[src/rtl/bcdclk_pkg.sv]
`default_nettype none
// ----------------------------------------------------------------------------
// bcdclk_pkg
// Shared types and constants of the BCD time-of-day alarm clock: action codes,
// controller states and the command and status bundles between the
// controller and the datapath.
// ----------------------------------------------------------------------------
package bcdclk_pkg;

   localparam int DEFAULT_ALARM_SLOTS = 8;

   localparam int HOUR_MAX   = 23;
   localparam int MINSEC_MAX = 59;

   typedef enum logic [1:0] {
      ACT_TICK = 2'd0,
      ACT_SET  = 2'd1,
      ACT_ADD  = 2'd2,
      ACT_NONE = 2'd3
   } action_type;

   typedef enum logic [2:0] {
      ST_IDLE,
      ST_READ,
      ST_CMP,
      ST_UPDATE,
      ST_RESPOND
   } state_type;

   typedef struct packed {
      logic load_req;
      logic mem_read;
      logic compare;
      logic update;
      logic respond;
   } cmd_type;

   typedef struct packed {
      logic scan_needed;
      logic scan_last;
   } status_type;

endpackage

`default_nettype wire

[src/rtl/bcdclk_ctrl.sv]
`default_nettype none
// ----------------------------------------------------------------------------
// bcdclk_ctrl
// Controller: accepts a transaction, steps the alarm scan one entry per
// read/compare pair, then issues the update and the one-cycle response.
// ----------------------------------------------------------------------------
module bcdclk_ctrl
   import bcdclk_pkg::*;
(
   input  wire logic       clock,
   input  wire logic       reset,
   input  wire logic       start,
   output logic            busy,
   input  status_type      status,
   output cmd_type         cmd
);

   state_type state_ff;
   state_type state_in;

   always_ff @(posedge clock) begin
      if (reset) begin
         state_ff <= ST_IDLE;
      end else begin
         state_ff <= state_in;
      end
   end

   always_comb begin
      state_in = state_ff;
      case (state_ff)
         ST_IDLE: begin
            if (start) begin
               state_in = status.scan_needed ? ST_READ : ST_UPDATE;
            end
         end
         ST_READ: begin
            state_in = ST_CMP;
         end
         ST_CMP: begin
            state_in = status.scan_last ? ST_UPDATE : ST_READ;
         end
         ST_UPDATE: begin
            state_in = ST_RESPOND;
         end
         ST_RESPOND: begin
            state_in = ST_IDLE;
         end
         default: begin
            state_in = ST_IDLE;
         end
      endcase
   end

   always_comb begin
      cmd  = '0;
      busy = 1'b1;
      case (state_ff)
         ST_IDLE: begin
            busy         = 1'b0;
            cmd.load_req = start;
         end
         ST_READ: begin
            cmd.mem_read = 1'b1;
         end
         ST_CMP: begin
            cmd.compare = 1'b1;
         end
         ST_UPDATE: begin
            cmd.update = 1'b1;
         end
         ST_RESPOND: begin
            cmd.respond = 1'b1;
         end
         default: begin
            cmd = '0;
         end
      endcase
   end

   a_accept_goes_busy: assert property (@(posedge clock) disable iff (reset)
      (start && !busy) |=> busy)
      else $error("accepted transaction did not make the block busy");

   a_respond_then_idle: assert property (@(posedge clock) disable iff (reset)
      cmd.respond |=> (state_ff == ST_IDLE))
      else $error("controller did not return to idle after the response");

   a_update_before_respond: assert property (@(posedge clock) disable iff (reset)
      cmd.respond |-> $past(cmd.update))
      else $error("response issued without a preceding update");

endmodule

`default_nettype wire

[src/rtl/bcdclk_dp.sv]
`default_nettype none
// ----------------------------------------------------------------------------
// bcdclk_dp
// Datapath: request holding registers, BCD time digits, alarm store memory
// with a registered read port, the hour/minute compare and the result flags.
// ----------------------------------------------------------------------------
module bcdclk_dp
   import bcdclk_pkg::*;
#(
   parameter int ALARM_SLOTS = DEFAULT_ALARM_SLOTS
)(
   input  wire logic       clock,
   input  wire logic       reset,
   input  wire logic [1:0] req_action,
   input  wire logic [4:0] req_hours_in,
   input  wire logic [5:0] req_minutes_in,
   input  wire logic [5:0] req_seconds_in,
   input  cmd_type         cmd,
   output status_type      status,
   output logic [1:0]      hour_tens,
   output logic [3:0]      hour_units,
   output logic [2:0]      minute_tens,
   output logic [3:0]      minute_units,
   output logic [2:0]      second_tens,
   output logic [3:0]      second_units,
   output logic            alarm_match,
   output logic            alarm_dropped
);

   localparam int IDX_W = (ALARM_SLOTS > 1) ? $clog2(ALARM_SLOTS) : 1;
   localparam int CNT_W = $clog2(ALARM_SLOTS + 1);

   function automatic logic [6:0] bin_to_bcd(input logic [5:0] v);
      logic [2:0] tens;
      logic [5:0] units;
      if (v >= 6'd50) begin
         tens = 3'd5;
      end else if (v >= 6'd40) begin
         tens = 3'd4;
      end else if (v >= 6'd30) begin
         tens = 3'd3;
      end else if (v >= 6'd20) begin
         tens = 3'd2;
      end else if (v >= 6'd10) begin
         tens = 3'd1;
      end else begin
         tens = 3'd0;
      end
      units = v - 6'({3'd0, tens} * 6'd10);
      return {tens, units[3:0]};
   endfunction

   action_type       action_ff;
   logic [4:0]       hours_ff;
   logic [5:0]       minutes_ff;
   logic [5:0]       seconds_ff;

   logic [1:0]       hr_tens_ff;
   logic [3:0]       hr_units_ff;
   logic [2:0]       min_tens_ff;
   logic [3:0]       min_units_ff;
   logic [2:0]       sec_tens_ff;
   logic [3:0]       sec_units_ff;
   logic [1:0]       hr_tens_in;
   logic [3:0]       hr_units_in;
   logic [2:0]       min_tens_in;
   logic [3:0]       min_units_in;
   logic [2:0]       sec_tens_in;
   logic [3:0]       sec_units_in;

   logic [CNT_W-1:0] count_ff;
   logic [CNT_W-1:0] scan_idx_ff;
   logic [CNT_W-1:0] scan_next;
   logic             ring_ff;
   logic             dropped_ff;

   logic [10:0]      alarm_mem [ALARM_SLOTS];
   logic [10:0]      rd_data_ff;

   logic [4:0]       cur_hour;
   logic [5:0]       cur_minute;
   logic             match;
   logic             store_full;
   logic             add_write;
   logic [6:0]       set_hour_bcd;
   logic [6:0]       set_min_bcd;
   logic [6:0]       set_sec_bcd;

   assign cur_hour   = 5'({3'd0, hr_tens_ff} * 5'd10) + {1'b0, hr_units_ff};
   assign cur_minute = 6'({3'd0, min_tens_ff} * 6'd10) + {2'b00, min_units_ff};
   assign match      = (rd_data_ff[10:6] == cur_hour) && (rd_data_ff[5:0] == cur_minute);
   assign store_full = (count_ff >= CNT_W'(ALARM_SLOTS));
   assign add_write  = cmd.update && (action_ff == ACT_ADD) && !store_full;
   assign scan_next  = scan_idx_ff + CNT_W'(1);

   assign status.scan_needed = (action_type'(req_action) == ACT_TICK) && (count_ff != '0);
   assign status.scan_last   = (scan_next == count_ff);

   assign set_hour_bcd = bin_to_bcd({1'b0, hours_ff});
   assign set_min_bcd  = bin_to_bcd(minutes_ff);
   assign set_sec_bcd  = bin_to_bcd(seconds_ff);

   // hold request fields
   always_ff @(posedge clock) begin
      if (cmd.load_req) begin
         action_ff  <= action_type'(req_action);
         hours_ff   <= req_hours_in;
         minutes_ff <= req_minutes_in;
         seconds_ff <= req_seconds_in;
      end
   end

   // alarm store
   always_ff @(posedge clock) begin
      if (add_write) begin
         alarm_mem[count_ff[IDX_W-1:0]] <= {hours_ff, minutes_ff};
      end
      if (cmd.mem_read) begin
         rd_data_ff <= alarm_mem[scan_idx_ff[IDX_W-1:0]];
      end
   end

   // next time value
   always_comb begin
      hr_tens_in   = hr_tens_ff;
      hr_units_in  = hr_units_ff;
      min_tens_in  = min_tens_ff;
      min_units_in = min_units_ff;
      sec_tens_in  = sec_tens_ff;
      sec_units_in = sec_units_ff;
      if (cmd.update) begin
         case (action_ff)
            ACT_TICK: begin
               if (sec_units_ff < 4'd9) begin
                  sec_units_in = sec_units_ff + 4'd1;
               end else begin
                  sec_units_in = 4'd0;
                  if (sec_tens_ff < 3'd5) begin
                     sec_tens_in = sec_tens_ff + 3'd1;
                  end else begin
                     sec_tens_in = 3'd0;
                     if (min_units_ff < 4'd9) begin
                        min_units_in = min_units_ff + 4'd1;
                     end else begin
                        min_units_in = 4'd0;
                        if (min_tens_ff < 3'd5) begin
                           min_tens_in = min_tens_ff + 3'd1;
                        end else begin
                           min_tens_in = 3'd0;
                           if (cur_hour >= 5'(HOUR_MAX)) begin
                              hr_tens_in  = 2'd0;
                              hr_units_in = 4'd0;
                           end else if (hr_units_ff >= 4'd9) begin
                              hr_units_in = 4'd0;
                              hr_tens_in  = hr_tens_ff + 2'd1;
                           end else begin
                              hr_units_in = hr_units_ff + 4'd1;
                           end
                        end
                     end
                  end
               end
            end
            ACT_SET: begin
               if (hours_ff <= 5'(HOUR_MAX)) begin
                  hr_tens_in  = set_hour_bcd[5:4];
                  hr_units_in = set_hour_bcd[3:0];
               end
               if (minutes_ff <= 6'(MINSEC_MAX)) begin
                  min_tens_in  = set_min_bcd[6:4];
                  min_units_in = set_min_bcd[3:0];
               end
               if (seconds_ff <= 6'(MINSEC_MAX)) begin
                  sec_tens_in  = set_sec_bcd[6:4];
                  sec_units_in = set_sec_bcd[3:0];
               end
            end
            default: begin
               hr_tens_in = hr_tens_ff;
            end
         endcase
      end
   end

   always_ff @(posedge clock) begin
      if (reset) begin
         hr_tens_ff   <= 2'd1;
         hr_units_ff  <= 4'd2;
         min_tens_ff  <= 3'd0;
         min_units_ff <= 4'd0;
         sec_tens_ff  <= 3'd0;
         sec_units_ff <= 4'd0;
         count_ff     <= '0;
         scan_idx_ff  <= '0;
         ring_ff      <= 1'b0;
         dropped_ff   <= 1'b0;
      end else begin
         hr_tens_ff   <= hr_tens_in;
         hr_units_ff  <= hr_units_in;
         min_tens_ff  <= min_tens_in;
         min_units_ff <= min_units_in;
         sec_tens_ff  <= sec_tens_in;
         sec_units_ff <= sec_units_in;
         if (cmd.load_req) begin
            scan_idx_ff <= '0;
            ring_ff     <= 1'b0;
            dropped_ff  <= 1'b0;
         end
         if (cmd.compare) begin
            scan_idx_ff <= scan_next;
            if (match) begin
               ring_ff <= 1'b1;
            end
         end
         if (add_write) begin
            count_ff <= count_ff + CNT_W'(1);
         end
         if (cmd.update && (action_ff == ACT_ADD) && store_full) begin
            dropped_ff <= 1'b1;
         end
      end
   end

   assign hour_tens     = hr_tens_ff;
   assign hour_units    = hr_units_ff;
   assign minute_tens   = min_tens_ff;
   assign minute_units  = min_units_ff;
   assign second_tens   = sec_tens_ff;
   assign second_units  = sec_units_ff;
   assign alarm_match   = ring_ff;
   assign alarm_dropped = dropped_ff;

   a_count_bounded: assert property (@(posedge clock) disable iff (reset)
      count_ff <= CNT_W'(ALARM_SLOTS))
      else $error("alarm count beyond store size");

   a_ring_only_tick: assert property (@(posedge clock) disable iff (reset)
      cmd.respond && ring_ff |-> (action_ff == ACT_TICK))
      else $error("ring raised on a non-tick transaction");

   a_drop_only_full: assert property (@(posedge clock) disable iff (reset)
      cmd.respond && dropped_ff |-> store_full && (action_ff == ACT_ADD))
      else $error("alarm dropped while store had room");

endmodule

`default_nettype wire

[src/rtl/bcd_time_of_day_alarm_clock.sv]
`default_nettype none
// ----------------------------------------------------------------------------
// bcd_time_of_day_alarm_clock
// 24-hour BCD clock with an append-only store of alarm times.
// ----------------------------------------------------------------------------
// A transaction is taken when start is high and busy is low; start is ignored
// while busy. Each transaction gives one result, shown for exactly one cycle
// with rsp_strobe high, and the receiver cannot stall it. Set-time, add-alarm
// and the unused action pass from acceptance through the update state to the
// result, then the block is idle again. A tick scans the stored alarms
// through the single read port of the alarm memory, with a read state and a
// compare state per entry, before the update and the result; with an empty
// store it goes straight to the update. The time resets to 12:00:00 with an
// empty store.
// ----------------------------------------------------------------------------
module bcd_time_of_day_alarm_clock
   import bcdclk_pkg::*;
#(
   parameter int ALARM_SLOTS = DEFAULT_ALARM_SLOTS
)(
   input  wire logic       clock,
   input  wire logic       reset,
   input  wire logic       start,
   output logic            busy,
   input  wire logic [1:0] req_action,
   input  wire logic [4:0] req_hours_in,
   input  wire logic [5:0] req_minutes_in,
   input  wire logic [5:0] req_seconds_in,
   output logic            rsp_strobe,
   output logic [1:0]      rsp_hour_tens,
   output logic [3:0]      rsp_hour_units,
   output logic [2:0]      rsp_minute_tens,
   output logic [3:0]      rsp_minute_units,
   output logic [2:0]      rsp_second_tens,
   output logic [3:0]      rsp_second_units,
   output logic            rsp_alarm_match,
   output logic            rsp_alarm_dropped
);

   cmd_type    cmd;
   status_type status;

   bcdclk_ctrl u_ctrl (
      .clock  (clock),
      .reset  (reset),
      .start  (start),
      .busy   (busy),
      .status (status),
      .cmd    (cmd)
   );

   bcdclk_dp #(
      .ALARM_SLOTS (ALARM_SLOTS)
   ) u_dp (
      .clock          (clock),
      .reset          (reset),
      .req_action     (req_action),
      .req_hours_in   (req_hours_in),
      .req_minutes_in (req_minutes_in),
      .req_seconds_in (req_seconds_in),
      .cmd            (cmd),
      .status         (status),
      .hour_tens      (rsp_hour_tens),
      .hour_units     (rsp_hour_units),
      .minute_tens    (rsp_minute_tens),
      .minute_units   (rsp_minute_units),
      .second_tens    (rsp_second_tens),
      .second_units   (rsp_second_units),
      .alarm_match    (rsp_alarm_match),
      .alarm_dropped  (rsp_alarm_dropped)
   );

   assign rsp_strobe = cmd.respond;

endmodule

`default_nettype wire

[config.mk]
export PLATFORM = sky130hd
export DESIGN_NAME = bcd_time_of_day_alarm_clock
export DESIGN_NICKNAME = d
export VERILOG_FILES = /design/src/rtl/bcdclk_pkg.sv /design/src/rtl/bcdclk_ctrl.sv /design/src/rtl/bcdclk_dp.sv /design/src/rtl/bcd_time_of_day_alarm_clock.sv
export SDC_FILE = /design/constraint.sdc
export NUM_CORES = 1
export LEC_CHECK = 0
export ABC_CLOCK_PERIOD_IN_PS = 3620
export BUFFER_PORTS_ARGS = -buffer_cell sky130_fd_sc_hd__buf_2
export CAP_MARGIN = 20
export CELL_PAD_IN_SITES_DETAIL_PLACEMENT = 1
export CELL_PAD_IN_SITES_GLOBAL_PLACEMENT = 2
export CORE_MARGIN = 5
export CORE_UTILIZATION = 35
export CTS_CLUSTER_DIAMETER = 80
export DETAILED_ROUTE_END_ITERATION = 8
export PLACE_DENSITY = 0.78
export SETUP_SLACK_MARGIN = 0.1
export SLEW_MARGIN = 20
export SYNTH_ARGS = -nofsm -noshare
export SYNTH_HDL_FRONTEND = slang
export SYNTH_SLANG_ARGS = --single-unit
[constraint.sdc]
create_clock -name clock -period 3.62 [get_ports clock]
set_clock_uncertainty 0.2 [all_clocks]
set_input_delay 0.181 -clock clock [delete_from_list [all_inputs] [get_ports clock]]
set_output_delay 0.181 -clock clock [all_outputs]
set_load 0.02 [all_outputs]
# Word level (Yosys, flattened, before mapping)

Memory sizes are Yosys's and may differ from the RTL's. A register that Yosys moved wholly into a read port is not among the register bits.
Cells that the tools add are included.

$mul: 5
Reductions and logical operators: 19
Add/subtract/negate cells: 13
Eq/ne operators: 18
Multiplexer cells: 68
$lt $le $gt $ge: 25

Operator list:

| cell                                                  | number |
|---|---|
| two-way mux 3 bit                                     | 21 |
| two-way mux 4 bit                                     | 15 |
| >= comparator 6 x 5 -> 1 bit, second input constant   | 4 |
| >= comparator 6 bit, second input constant            | 4 |
| one-hot mux 4 bit (2 select lines)                    | 3 |
| adder 4 x 1 -> 4 bit, second input constant           | 5 |
| two-way mux 2 bit                                     | 9 |
| two-way mux 1 bit                                     | 16 |
| >= comparator 5 bit, second input constant            | 3 |
| >= comparator 5 x 6 -> 1 bit, second input constant   | 2 |
| >= comparator 6 x 4 -> 1 bit, second input constant   | 2 |
| less-or-equal comparator 6 bit, second input constant | 2 |
| one-hot mux 3 bit (2 select lines)                    | 2 |
| one-hot mux 3 bit (4 select lines)                    | 1 |
| subtractor 4 bit                                      | 3 |
| inequality test 2 bit, second input constant          | 5 |
| multiplier 3 x 3 -> 3 bit, second input constant      | 3 |
| >= comparator 4 bit, second input constant            | 2 |
| < comparator 4 bit, second input constant             | 2 |
| AND reduction 8 bit                                   | 1 |
| AND reduction 7 bit                                   | 1 |
| adder 3 x 1 -> 3 bit, second input constant           | 2 |
| adder 6 x 4 -> 6 bit                                  | 1 |
| equality test 3 x 2 -> 1 bit, second input constant   | 2 |
| 27 further kinds                                      | 37 |

RAM bits: 88
Output and inout bits: 24
Bits in registers: 52
Input port bits: 22
Memories kept: 1
Word-level logic and storage cells: 164

Memory list:

| name           | words | width | read ports | clocked after memory_dff | write ports | line            | source |
|---|---|---|---|---|---|---|---|
| u_dp.alarm_mem | 8     | 11    | 1          | 1                        | 1           | bcdclk_dp.sv:77 | `logic [10:0] alarm_mem [ALARM_SLOTS];` |

# Longest topological paths before layout

Gate-level depths: netlist (run 1).

Word-level depth: 10
Depth in mapped cells: 11
Mapped depth without buffers: 10

# Hierarchy

A second synthesis (run 1) with hierarchy kept.

Cell total of the unflattened synthesis: 531
Area, all modules: 7045.5 um^2

Modules (own cells, without submodules):

| module      | seq. area each (um^2) | cells each | area each (um^2) | instances |
|---|---|---|---|---|
| bcdclk_dp   | 4144.0                | 513        | 6890.4           | 1 |
| bcdclk_ctrl | 60.1                  | 18         | 155.1            | 1 |

# Worst setup path after synthesis (run 1)

Ideal clock, no wire load.

Path type: reg-to-reg
From: register u_dp.hr_tens_ff[0], in the netlist u_dp.hour_tens[0]
To: register u_dp.hr_units_ff[2], in the netlist u_dp.hour_units[2]
Library setup time: 0.082 ns
Clock period less this slack: 2.553 ns
Setup slack: 1.067 ns
Stages on the path, launching flop included: 8
Required time: 3.338 ns
Arrival time: 2.270 ns
Buffers on the path: 0
Cell sequence: dfxtp_1 -> ha_1 -> fa_1 -> nand3_1 -> a2bb2oi_1 -> a211o_1 -> or4b_1 -> o221ai_1

Cells in the longest elaborated chain, start to end: 9

Ends and longest elaborated chain:

| item                               | line             | source |
|---|---|---|
| from (decl)                        | bcdclk_dp.sv:58  | `logic [1:0] hr_tens_ff;` |
| from (signal assigned)             | bcdclk_dp.sv:198 | `hr_tens_ff <= hr_tens_in;` |
| multiplier 2 x 3 -> 4 bit          | bcdclk_dp.sv:89  | `assign cur_hour = 5'({3'd0, hr_tens_ff} * 5'd10) + {1'b0, hr_units_ff};` |
| adder 5 x 4 -> 5 bit               | bcdclk_dp.sv:89  |  |
| >= comparator 5 bit                | bcdclk_dp.sv:150 | `if (cur_hour >= 5'(HOUR_MAX)) begin` |
| two-way mux 4 bit                  | bcdclk_dp.sv:150 |  |
| two-way mux 4 bit                  | bcdclk_dp.sv:146 | `if (min_tens_ff < 3'd5) begin` |
| two-way mux 4 bit                  | bcdclk_dp.sv:142 | `if (min_units_ff < 4'd9) begin` |
| two-way mux 4 bit                  | bcdclk_dp.sv:138 | `if (sec_tens_ff < 3'd5) begin` |
| two-way mux 4 bit                  | bcdclk_dp.sv:134 | `if (sec_units_ff < 4'd9) begin` |
| one-hot mux 4 bit (2 select lines) | bcdclk_dp.sv:132 | `case (action_ff)` |
| to (signal assigned)               | bcdclk_dp.sv:199 | `hr_units_ff <= hr_units_in;` |
| to (decl)                          | bcdclk_dp.sv:59  | `logic [3:0] hr_units_ff;` |

Every way passes these cells. The select of a mux whose other input is x is not followed.
A chain may end at the register's enable or synchronous reset.

# Worst setup path after layout (run 1)

Ends and elaborated chain as after synthesis.

==> results.md, run 1 <==
- Outcome: complete, no violations
- Critical Path Sink Type: register
- Worst-Margin Slew: 0.8332 ns
- Largest net degree at the start of global routing: 31
- Hold Crit Class: input pin to register
- Max IR drop VDD: 278.7 uV
- Synthesized Nets: just under 600
- Vias per cell: 5.303
- Max_cap viols: 0
- Post-DP HPWL: around 13000 um
- CP max FO: 7
- RSZ-0062 raised after global routing: no
- PostCTS Resize Cnt: 0
- CTS tree: done
- DRC Markers: 0
- Final setup viols: 0
- Final ANT Viol Nets: 0
- Yosys reg bits: approximately 150
- Area of the mapped netlist: between 0.007 and 0.008 mm^2
- Placed insts: between 800 and 900
- Synth warnings: 0
- Clk Latency, worst-skew pair: about 0.43 ns
- ANT cells: 0
- Pwr/cell area: 479.9 mW/mm^2
- Clock buffer count from CTS: 17
- Die Wd: 153.7 um
- GRT overflow: 0
- Drt first-iter violations: 256
- EDFF count, synth: approximately 120
- Fin crit share: 0.7434
- WL/cell: about 20 um
- Area Overhead vs Synth: 18.71%
- Leak pwr: 3.062 nW
- Layout Cells excl Fill: 890
- NumNets Final: 658
- Most used flip-flop cell after synthesis: edfxtp_1
- Critical path required time: 3.76 ns
- H-tree levels: 4
- Clock root buffer: clkbuf_16
- CP arrival: 2.83 ns
- Max Transition Viols Final: 0
- Syn avg cell area: 13.54 um^2
- Crit path time final: 2.691 ns
- Initial antenna violation count: 0
- Vias in the first global route: 5080
- Largest area contributor in the netlist: edfxtp_1
- Final WL: 18080 um
- Post-synth cell types: 69
- Layout cells sized above 1: 0.2226
- Port Buffers: 45
- GRT Total Usage: 0.1566
- Post-synth ARST share: 0
- Core ar.: a little over 0.02 mm^2
- Initial Utilization: 0.3562
- Sequential share of the synthesized area: 0.5814
- Vias: 4720
- Crit Path Category: register to register
- Fmax: 371.6 MHz
- First-pass GRT wire length: 28590 um
- Clock sinks: 151
- Clock buffer depth: 2
- Top cell type's share of synthesized area: 0.4901
- Syn Inst Count: 534
- Setup Fix Bufs, Post-CTS: 0
- Hold Buf Count CTS: 20
- Std-Cell Rows: 52
- Global placement routability congestion: between 0.8 and 0.9
- Drt pass-1 iters: 4
- Post-route setup TNS: 0 ns
- Filler cells: approximately 2100
- Max-slew headroom: 0.4438
- Final hold vios: 0
- Die Area: around 0.024 mm^2
- Die height: 153.7 um
- CP Launch Type: register
- Clock-pin transition on the worst setup and hold timing paths: 0.07 ns
- Number of I/O pins: 46
- Ranking of synthesized cells by area: edfxtp_1 49%, dfxtp_1 9.1%, mux4_2 6.9%, ha_1 4.0%, nor2_1 2.2%
==> cells in the final DEF (no fill, tap or decap), types with 4 or more instances in the layout <==
| cell | count |
|---|---|
| a211oi_1 | 7 |
| a21oi_1 | 15 |
| a22oi_1 | 6 |
| a2bb2oi_1 | 4 |
| a31oi_1 | 6 |
| and2_1 | 4 |
| buf_2 | 45 |
| buf_4 | 15 |
| clkbuf_16 | 17 |
| dfxtp_1 | 33 |
| dlygate4sd3_1 | 20 |
| edfxtp_1 | 118 |
| fa_1 | 5 |
| ha_1 | 23 |
| inv_1 | 24 |
| mux2_2 | 11 |
| mux4_2 | 22 |
| nand2_1 | 21 |
| nand2b_1 | 12 |
| nand3_1 | 9 |
| nor2_1 | 42 |
| nor3_1 | 10 |
| nor3b_1 | 7 |
| nor4_1 | 6 |
| o21a_1 | 5 |
| o21ai_0 | 21 |
| o221ai_1 | 5 |
| o31ai_1 | 4 |
| xnor2_1 | 14 |
| xor2_1 | 11 |
==> critical path: stages, from the launching register on <==
cell	delay, ns
dfxtp_1	0.49
ha_1	0.30
fa_1	0.48
nand3_1	0.14
a2bb2oi_1	0.09
a211o_1	0.35
or4b_1	0.48
o221ai_1	0.08
==> path summary, 6_finish.rpt <==
path	from	end	slack [ns]	cells after the start
setup / recovery	u_dp.hour_tens[0]	u_dp.hour_units[2]	0.93	7
hold reg to reg	u_dp.alarm_match	u_dp.alarm_match	0.30	2
hold / removal	reset	u_dp.second_units[0]	0.07	2
setup reg to reg	u_dp.hour_tens[0]	u_dp.hour_units[2]	0.93	7
==> cells in the mapped netlist (3+ instances only) <==
cell,number
or3_1,3
o21ai_0,21
a211oi_1,7
nand3b_1,3
edfxtp_1,118
nor3b_1,7
xnor2_1,14
and3_1,3
fa_1,5
mux2i_1,3
clkbuf_1,14
inv_1,24
mux2_2,11
a2bb2oi_1,4
o31ai_1,4
a21oi_1,15
ha_1,23
xor2_1,11
o21a_1,5
a31oi_1,6
o221ai_1,5
mux4_2,22
nand4_1,3
nor2_1,42
nor2b_1,4
a22oi_1,6
nand2_1,21
nor4_1,6
dfxtp_1,33
nand2b_1,12
nor3_1,10
nand3_1,9
and2_1,4
buf_2,9
a31o_2,3
==> cell type report <==
class	count	area [um^2]	area share
repair buffers	80	538.0	0.06268
well taps	270	337.8	0.03936
clock inverters	11	150.1	0.01749
inverters	24	90.09	0.01050
clock buffers	20	436.7	0.05087
multi-input cells	334	2826	0.3293
flip-flops and latches	151	4204	0.4898
==> stage by stage <==
| step | util | power (mW) | hold WS, ns | cell area, um^2 | setup slack [ns] |
|---|---|---|---|---|---|
| after floorplan | - | 2.240 | 0.07987 | 7231 | 1.067 |
| after global placement | 0.3841 | 2.344 | 0.1595 | 7796 | 1.081 |
| after detailed placement | 0.3841 | 2.360 | 0.1606 | 7796 | 0.9498 |
| after CTS | 0.4228 | 4.168 | 0.06372 | 8583 | 0.9403 |
| after global routing | 0.4228 | 4.294 | 0.09733 | 8583 | 0.7585 |
| final | 0.4228 | 4.119 | 0.06945 | 8583 | 0.9290 |
==> sequential cells by signal (all words and copies together), names as in the netlist, 2 cells and up <==
register and flops:
u_dp.count_ff 4, u_dp.second_tens 3, u_dp.minute_units 4, u_dp.minute_tens 3
u_dp.hour_tens 2, u_dp.seconds_ff 6, u_dp.alarm_mem 88, u_dp.hours_ff 5
u_ctrl.state_ff 3, u_dp.second_units 4, u_dp.scan_idx_ff 4, u_dp.action_ff 2
u_dp.rd_data_ff 11, u_dp.hour_units 4, u_dp.minutes_ff 6
==> where the power goes <==
group	total [mW]	internal, mW	switching [mW]
clock network	1.78	1.08	0.697
logic	0.348	0.156	0.192
registers	1.99	1.92	0.0708
total	4.12	3.16	0.960
==> logic make-up (layout without fill, tap and decap cells) <==
kind of cell,after synthesis,in the layout,synth area share
DFF,151,151,0.5814
adders and majority gates,28,28,0.05364
AOI/OAI and AO/OA,111,111,0.1163
and+or+nand+nor,133,133,0.09829
muxes,36,36,0.08981
xor gates and xnor gates,26,26,0.03253
buffers and inverters,49,135,0.02803
==> metal layers <==
layer / share of wire / track usage / up-vias
met5: 0 / 0 / -
met4: 0.0099 / 0.04584 / 0
met3: 0.035 / 0.03682 / 14
met2: 0.50 / 0.2595 / 69
met1: 0.45 / 0.2060 / 2432
li1: - / - / 2205
Power figures use the tool's default switching activity.
==> run 2: changes to the inputs <==
--- a/config.mk
+++ b/config.mk
@@ -5,7 +5,7 @@
 export SDC_FILE = /design/constraint.sdc
 export NUM_CORES = 1
 export LEC_CHECK = 0
-export ABC_CLOCK_PERIOD_IN_PS = 3620
+export ABC_CLOCK_PERIOD_IN_PS = 2600
 export BUFFER_PORTS_ARGS = -buffer_cell sky130_fd_sc_hd__buf_2
 export CAP_MARGIN = 20
 export CELL_PAD_IN_SITES_DETAIL_PLACEMENT = 1
==> constraint.sdc (replaced) <==
create_clock -name clock -period 2.6 [get_ports clock]
set_clock_uncertainty 0.2 [all_clocks]
set_input_delay 0.13 -clock clock [delete_from_list [all_inputs] [get_ports clock]]
set_output_delay 0.13 -clock clock [all_outputs]
set_load 0.02 [all_outputs]
==> results.md, run 2 (synthesized netlist as in run 1, its figures left out) <==
- Pwr/cell area: around 650 mW/mm^2
- Port Buffers: 45
- Crit Path Category: register to register
- Slowest-stage cell, CP: edfxtp_1
- Max IR drop VDD: 425.4 uV
- Setup ws final: 0.1456 ns
- Post-DP HPWL: 12730 um
- Clock-pin transition on the worst setup and hold timing paths: 0.06 ns
- Setup crit end: u_dp.second_units[2]
- CP arrival: 2.54 ns
- Std-Cell Rows: 52
- Final WL: 18330 um
- Max Transition Viols Final: 0
- Critical-path cell list: nand2b_1, o31ai_2, a211oi_2, ha_1, fa_1, o21ai_0, a22oi_1, nor2_1
- Critical Path Source: u_dp.seconds_ff[2]
- Vias in the first global route: 5292
- Core ar.: ~0.02 mm^2
- First-pass GRT wire length: 28950 um
- Layout cells sized above 1: 0.2820
- Worst Reg-to-Reg Cells: 8
- Critical path's largest stage delay: 0.49 ns
- Global placement routability congestion: 0.8587
- Drt first-iter violations: between 300 and 400
- Clock root buffer: clkbuf_16
- Drt pass-1 iters: 4
- Clock sinks: 151
- Fin crit share: 0.9440
- Commonest non-fill, non-tap cell in the layout: edfxtp_1
- Worst reg2reg setup slack: 0.15 ns
- Vias: 4848
- Seq pwr share: 0.473
- Cell-internal power: about 4.4 mW
- Vias per cell: 5.275
- Die height: 153.7 um
- Final setup viols: 0
- Sw frac: 0.2468
- Initial antenna violation count: 0
- Leak pwr: 3.225 nW
- Initial Utilization: 0.3562
- Area Overhead vs Synth: 22.89%
- Hold Crit Class: input pin to register
- Clock buffer depth: 2
- Die Area: 0.02363 mm^2
- Hold_ws: 0.02708 ns
- GRT overflow: 0
- Clk network pwr share: 0.429
- CP Launch Type: register
- Outcome: complete, no violations
- Critical path required time: 2.69 ns
- Worst reg2reg path startpoint: u_dp.seconds_ff[2]
- Filler cells: 2133
- Number of flip-flops in the largest register: 88
- R2r endpoint: u_dp.second_units[2]
- Final ANT Viol Nets: 0
- Crit path time final: 2.454 ns
- Post-route setup TNS: 0 ns
- Clock buffer count from CTS: 17
- NumNets Final: between 600 and 700
- Fmax: about 410 MHz
- Number of I/O pins: between 40 and 50
- Sw power: 1.432 mW
- Worst-Margin Slew: between 0.6 and 0.7 ns
- WL/cell: about 20 um
- Max_cap viols: 0
- ANT cells: 0
- Final hold vios: 0
- Largest net degree at the start of global routing: 29
- CTS tree: done
- Comb pwr share: 0.098
- Most frequent cells in the layout: 118 x edfxtp_1, 45 x buf_2, 42 x nor2_1
- Pre-CTS WS: 0.04351 ns
- Clk Latency, worst-skew pair: 0.43 ns
- Die Wd: 153.7 um
- Overall power: ~5.8 mW
- CP max FO: 7
- Critical Path Sink Type: register
- DRC Markers: 0
- RSZ-0062 raised after global routing: yes
- GRT Total Usage: 0.1586
- Max-slew headroom: 0.5662
- H-tree levels: 4
[run 2: changes by cell type in the layout (fill, tap and decap cells not counted), sizes merged]
cell,before,now
buf,60,87
bufinv,3,2
clkbuf,20,18
clkinv,4,2
clkinvlp,2,3
dlymetal6s2s,0,1
inv,26,31
[run 2: power by group through the flow]
stage,registers [mW],logic [mW],clock network [mW]
floorplan,2.78,0.340,0
CTS,2.74,0.550,2.54
global route,2.75,0.624,2.66
finish,2.74,0.570,2.49
global placement,2.79,0.504,0
detailed placement,2.79,0.521,0
[run 2: worst min path at each step]
stage                      endpoint  cells past startpoint  slack (ns)         startpoint
2_1_floorplan     u_dp.action_ff[0]                      0        0.03      req_action[0]
3_3_place_gp     u_dp.seconds_ff[4]                      1        0.11  req_seconds_in[4]
3_5_place_dp     u_dp.minutes_ff[2]                      1        0.11  req_minutes_in[2]
4_1_cts            u_dp.count_ff[1]                      2        0.02              reset
5_1_grt            u_dp.count_ff[0]                      2        0.03              reset
6_report       u_dp.second_units[0]                      2        0.03              reset
[run 2: worst max-delay path, delay by kind of cell (launching register included)]
family                     cells  cell delay (ns)
and+or+nand+nor                2             0.28
adders and majority gates      2             0.71
DFF                            1             0.49
AOI/OAI and AO/OA              4             0.63
[run 2: through the flow]
step / cell area [um^2] / cells / utilization
floorplan: 7233 / 534 / -
global placement: 7954 / 858 / 0.3918
detailed placement: 7954 / 858 / 0.3918
CTS: 8766 / 911 / 0.4318
global route: 8886 / 919 / 0.4377
finish: 8886 / 919 / 0.4377
[run 2: timing repair]
item / in CTS / in global routing
gates resized for setup: 2 / 15
hold buffers: 20 / 0
endpoints found under the hold margin: 21 / 0
buffers inserted: 1 / 8
pin swaps: 1 / 2
endpoints found under the setup margin: 1 / 41
[run 2: final cells by class]
| type | count | area [um^2] | share of cell area |
|---|---|---|---|
| Multi-Input combinational cell | 334 | 2888 | 0.3250 |
| Sequential cell | 151 | 4213 | 0.4741 |
| Timing Repair Buffer | 108 | 765.7 | 0.08617 |
| Tap cell | 270 | 337.8 | 0.03802 |
| Inverter | 24 | 90.09 | 0.01014 |
| Clock buffer | 18 | 429.2 | 0.04830 |
| Clock inverter | 14 | 162.7 | 0.01830 |
[run 2: layer usage]
layer,part of all wire,vias up,wire length (um),track usage
met3,0.037,21,679,0.04300
met1,0.45,2490,8306,0.2053
met5,0,-,0,0
met2,0.50,85,9124,0.2626
met4,0.012,0,219,0.04542
li1,-,2252,-,-
==> run 3: changes to the inputs <==
==> constraint.sdc (replaced) <==
create_clock -name clock -period 2.6 [get_ports clock]
set_clock_uncertainty 0.2 [all_clocks]
set_input_delay 0.52 -clock clock [delete_from_list [all_inputs] [get_ports clock]]
set_output_delay 0.52 -clock clock [all_outputs]
set_load 0.02 [all_outputs]
==> results.md, run 3 (synthesized netlist as in run 1, its figures left out) <==
- Outcome: complete, no violations
- Critical Path Sink Type: register
- Final hold vios: 0
- Most frequent cells in the layout: 118 x edfxtp_1, 52 x buf_4, 45 x buf_2
- Initial Utilization: 0.3562
- Die Area: 0.02363 mm^2
- Seq pwr share: 0.456
- Port Buffers: 45
- Slowest-stage cell, CP: edfxtp_1
- Critical-path cell list: and2_1, a211oi_2, o21a_1, ha_1, fa_1, o21ai_0, nand2_1, a21oi_1
- Final WL: 18140 um
- Drt first-iter violations: 363
- Commonest non-fill, non-tap cell in the layout: edfxtp_1
- CP max FO: 8
- Layout cells sized above 1: 0.3067
- Post-route setup TNS: 0 ns
- CTS tree: done
- ANT cells: 0
- Clk network pwr share: 0.449
- Crit Path Category: register to register
- WL/cell: 19.96 um
- RSZ-0062 raised after global routing: yes
- Final ANT Viol Nets: 0
- Leak pwr: between 3 and 4 nW
- Final setup viols: 0
- Fmax: 417.0 MHz
- Number of I/O pins: 46
- NumNets Final: 676
- Global placement routability congestion: 0.8599
- Clk Latency, worst-skew pair: 0.43 ns
- Clock buffer depth: 2
- H-tree levels: 4
- Sw frac: 0.2390
- Largest net degree at the start of global routing: 28
- GRT overflow: 0
- Number of flip-flops in the largest register: 88
- Hold Buf Count CTS: 0
- CP Launch Type: register
- Comb pwr share: 0.095
- Drt pass-1 iters: 5
- Util after Layout: 0.4341
- Die Wd: 153.7 um
- Crit path time final: ~2.4 ns
- Max_cap viols: 0
- First-pass GRT wire length: 28520 um
- GRT Total Usage: 0.1561
- Worst-Margin Slew: 0.5714 ns
- Max Transition Viols Final: 0
- Sw power: between 1 and 1.5 mW
- Setup ws final: just over 0.2 ns
- Overall power: 6.001 mW
- Pre-CTS WS: 0.07044 ns
- Vias in the first global route: just over 5000
- Area Overhead vs Synth: 21.87%
- Core ar.: roughly 0.02 mm^2
- Std-Cell Rows: 52
- Critical path's largest stage delay: between 0.4 and 0.5 ns
- Vias per cell: 5.271
- Clock sinks: 151
- Initial antenna violation count: 0
- Hold Crit Class: input pin to register
- Clock root buffer: clkbuf_16
- Cell-internal power: between 4 and 5 mW
- Die height: 153.7 um
- Post-DP HPWL: 12790 um
- Max-slew headroom: 0.6186
- Fin crit share: 0.9222
- Clock buffer count from CTS: 17
- Clock-pin transition on the worst setup and hold timing paths: around 0.070 ns
- Pwr/cell area: 680.9 mW/mm^2
- CP arrival: 2.56 ns
- Vias: 4791
- DRC Markers: 0
- Critical path required time: around 2.8 ns
- Max IR drop VDD: 461.6 uV
==> run 3: cell count changes in the layout (fill, tap and decap cells not counted), sizes merged <==
cell and delta:
dlygate4sd3 -20, buf +11, bufinv +2, clkinvlp -2
clkinv +1, dlymetal6s2s -1, inv -1
==> run 3: what timing repair did <==
action,CTS,global route
gates resized for setup,3,16
endpoints found under the setup margin,2,7
buffers inserted,1,17
pin swaps,1,4
==> run 3: path summary, 6_finish.rpt <==
check,start,endpoint,slack [ns],cells after the start
worst max-delay path,u_dp.minutes_ff[3],u_dp.minute_units[2],0.20,8
worst min-delay path,req_minutes_in[2],u_dp.minutes_ff[2],0.06,1
worst max register to register,u_dp.minutes_ff[3],u_dp.minute_units[2],0.20,8
worst min register to register,u_dp.alarm_match,u_dp.alarm_match,0.30,2
==> run 3: worst max-delay path: cells and delay by family, from the launching register on <==
kind / cells / cell delay [ns]
flip-flops: 1 / 0.49
AND/OR/NAND/NOR: 2 / 0.33
adder cells (fa/ha/maj): 2 / 0.56
AO/OA/AOI/OAI: 4 / 0.76
==> run 3: final cells by class <==
cell class                 instances  area (um^2)
multi-input combinational        334         2894
timing repair buffer              98        635.6
clock inverter                    14        214.0
clock buffer                      18        429.2
inverter                          24        90.09
tap                              270        337.8
sequential                       151         4212
fill                            2112        11490
==> run 3: per-stage QoR <==
step / std cells / instance area, um^2 / hold slack, ns
after floorplan: 534 / 7233 / 0.2695
after global placement: 859 / 7961 / 0.2710
after detailed placement: 859 / 7961 / 0.2929
after CTS: 892 / 8625 / 0.04229
after global routing: 909 / 8812 / 0.04166
final: 909 / 8812 / 0.06408
==> run 3: power groups by stage <==
| stage | registers (mW) | logic, mW | clock network (mW) |
|---|---|---|---|
| 4_1_cts | 2.74 | 0.532 | 2.75 |
| 3_5_place_dp | 2.79 | 0.524 | 0 |
| 2_1_floorplan | 2.78 | 0.340 | 0 |
| 5_1_grt | 2.74 | 0.625 | 2.89 |
| 3_3_place_gp | 2.79 | 0.510 | 0 |
| 6_report | 2.74 | 0.569 | 2.69 |
==> run 3: per-layer routing <==
metal	vias up	wire length, um	global-route usage
met5	-	0	0
met4	0	223	0.04247
met3	18	767	0.03850
met2	92	9154	0.2613
met1	2451	7994	0.2033
li1	2230	-	-
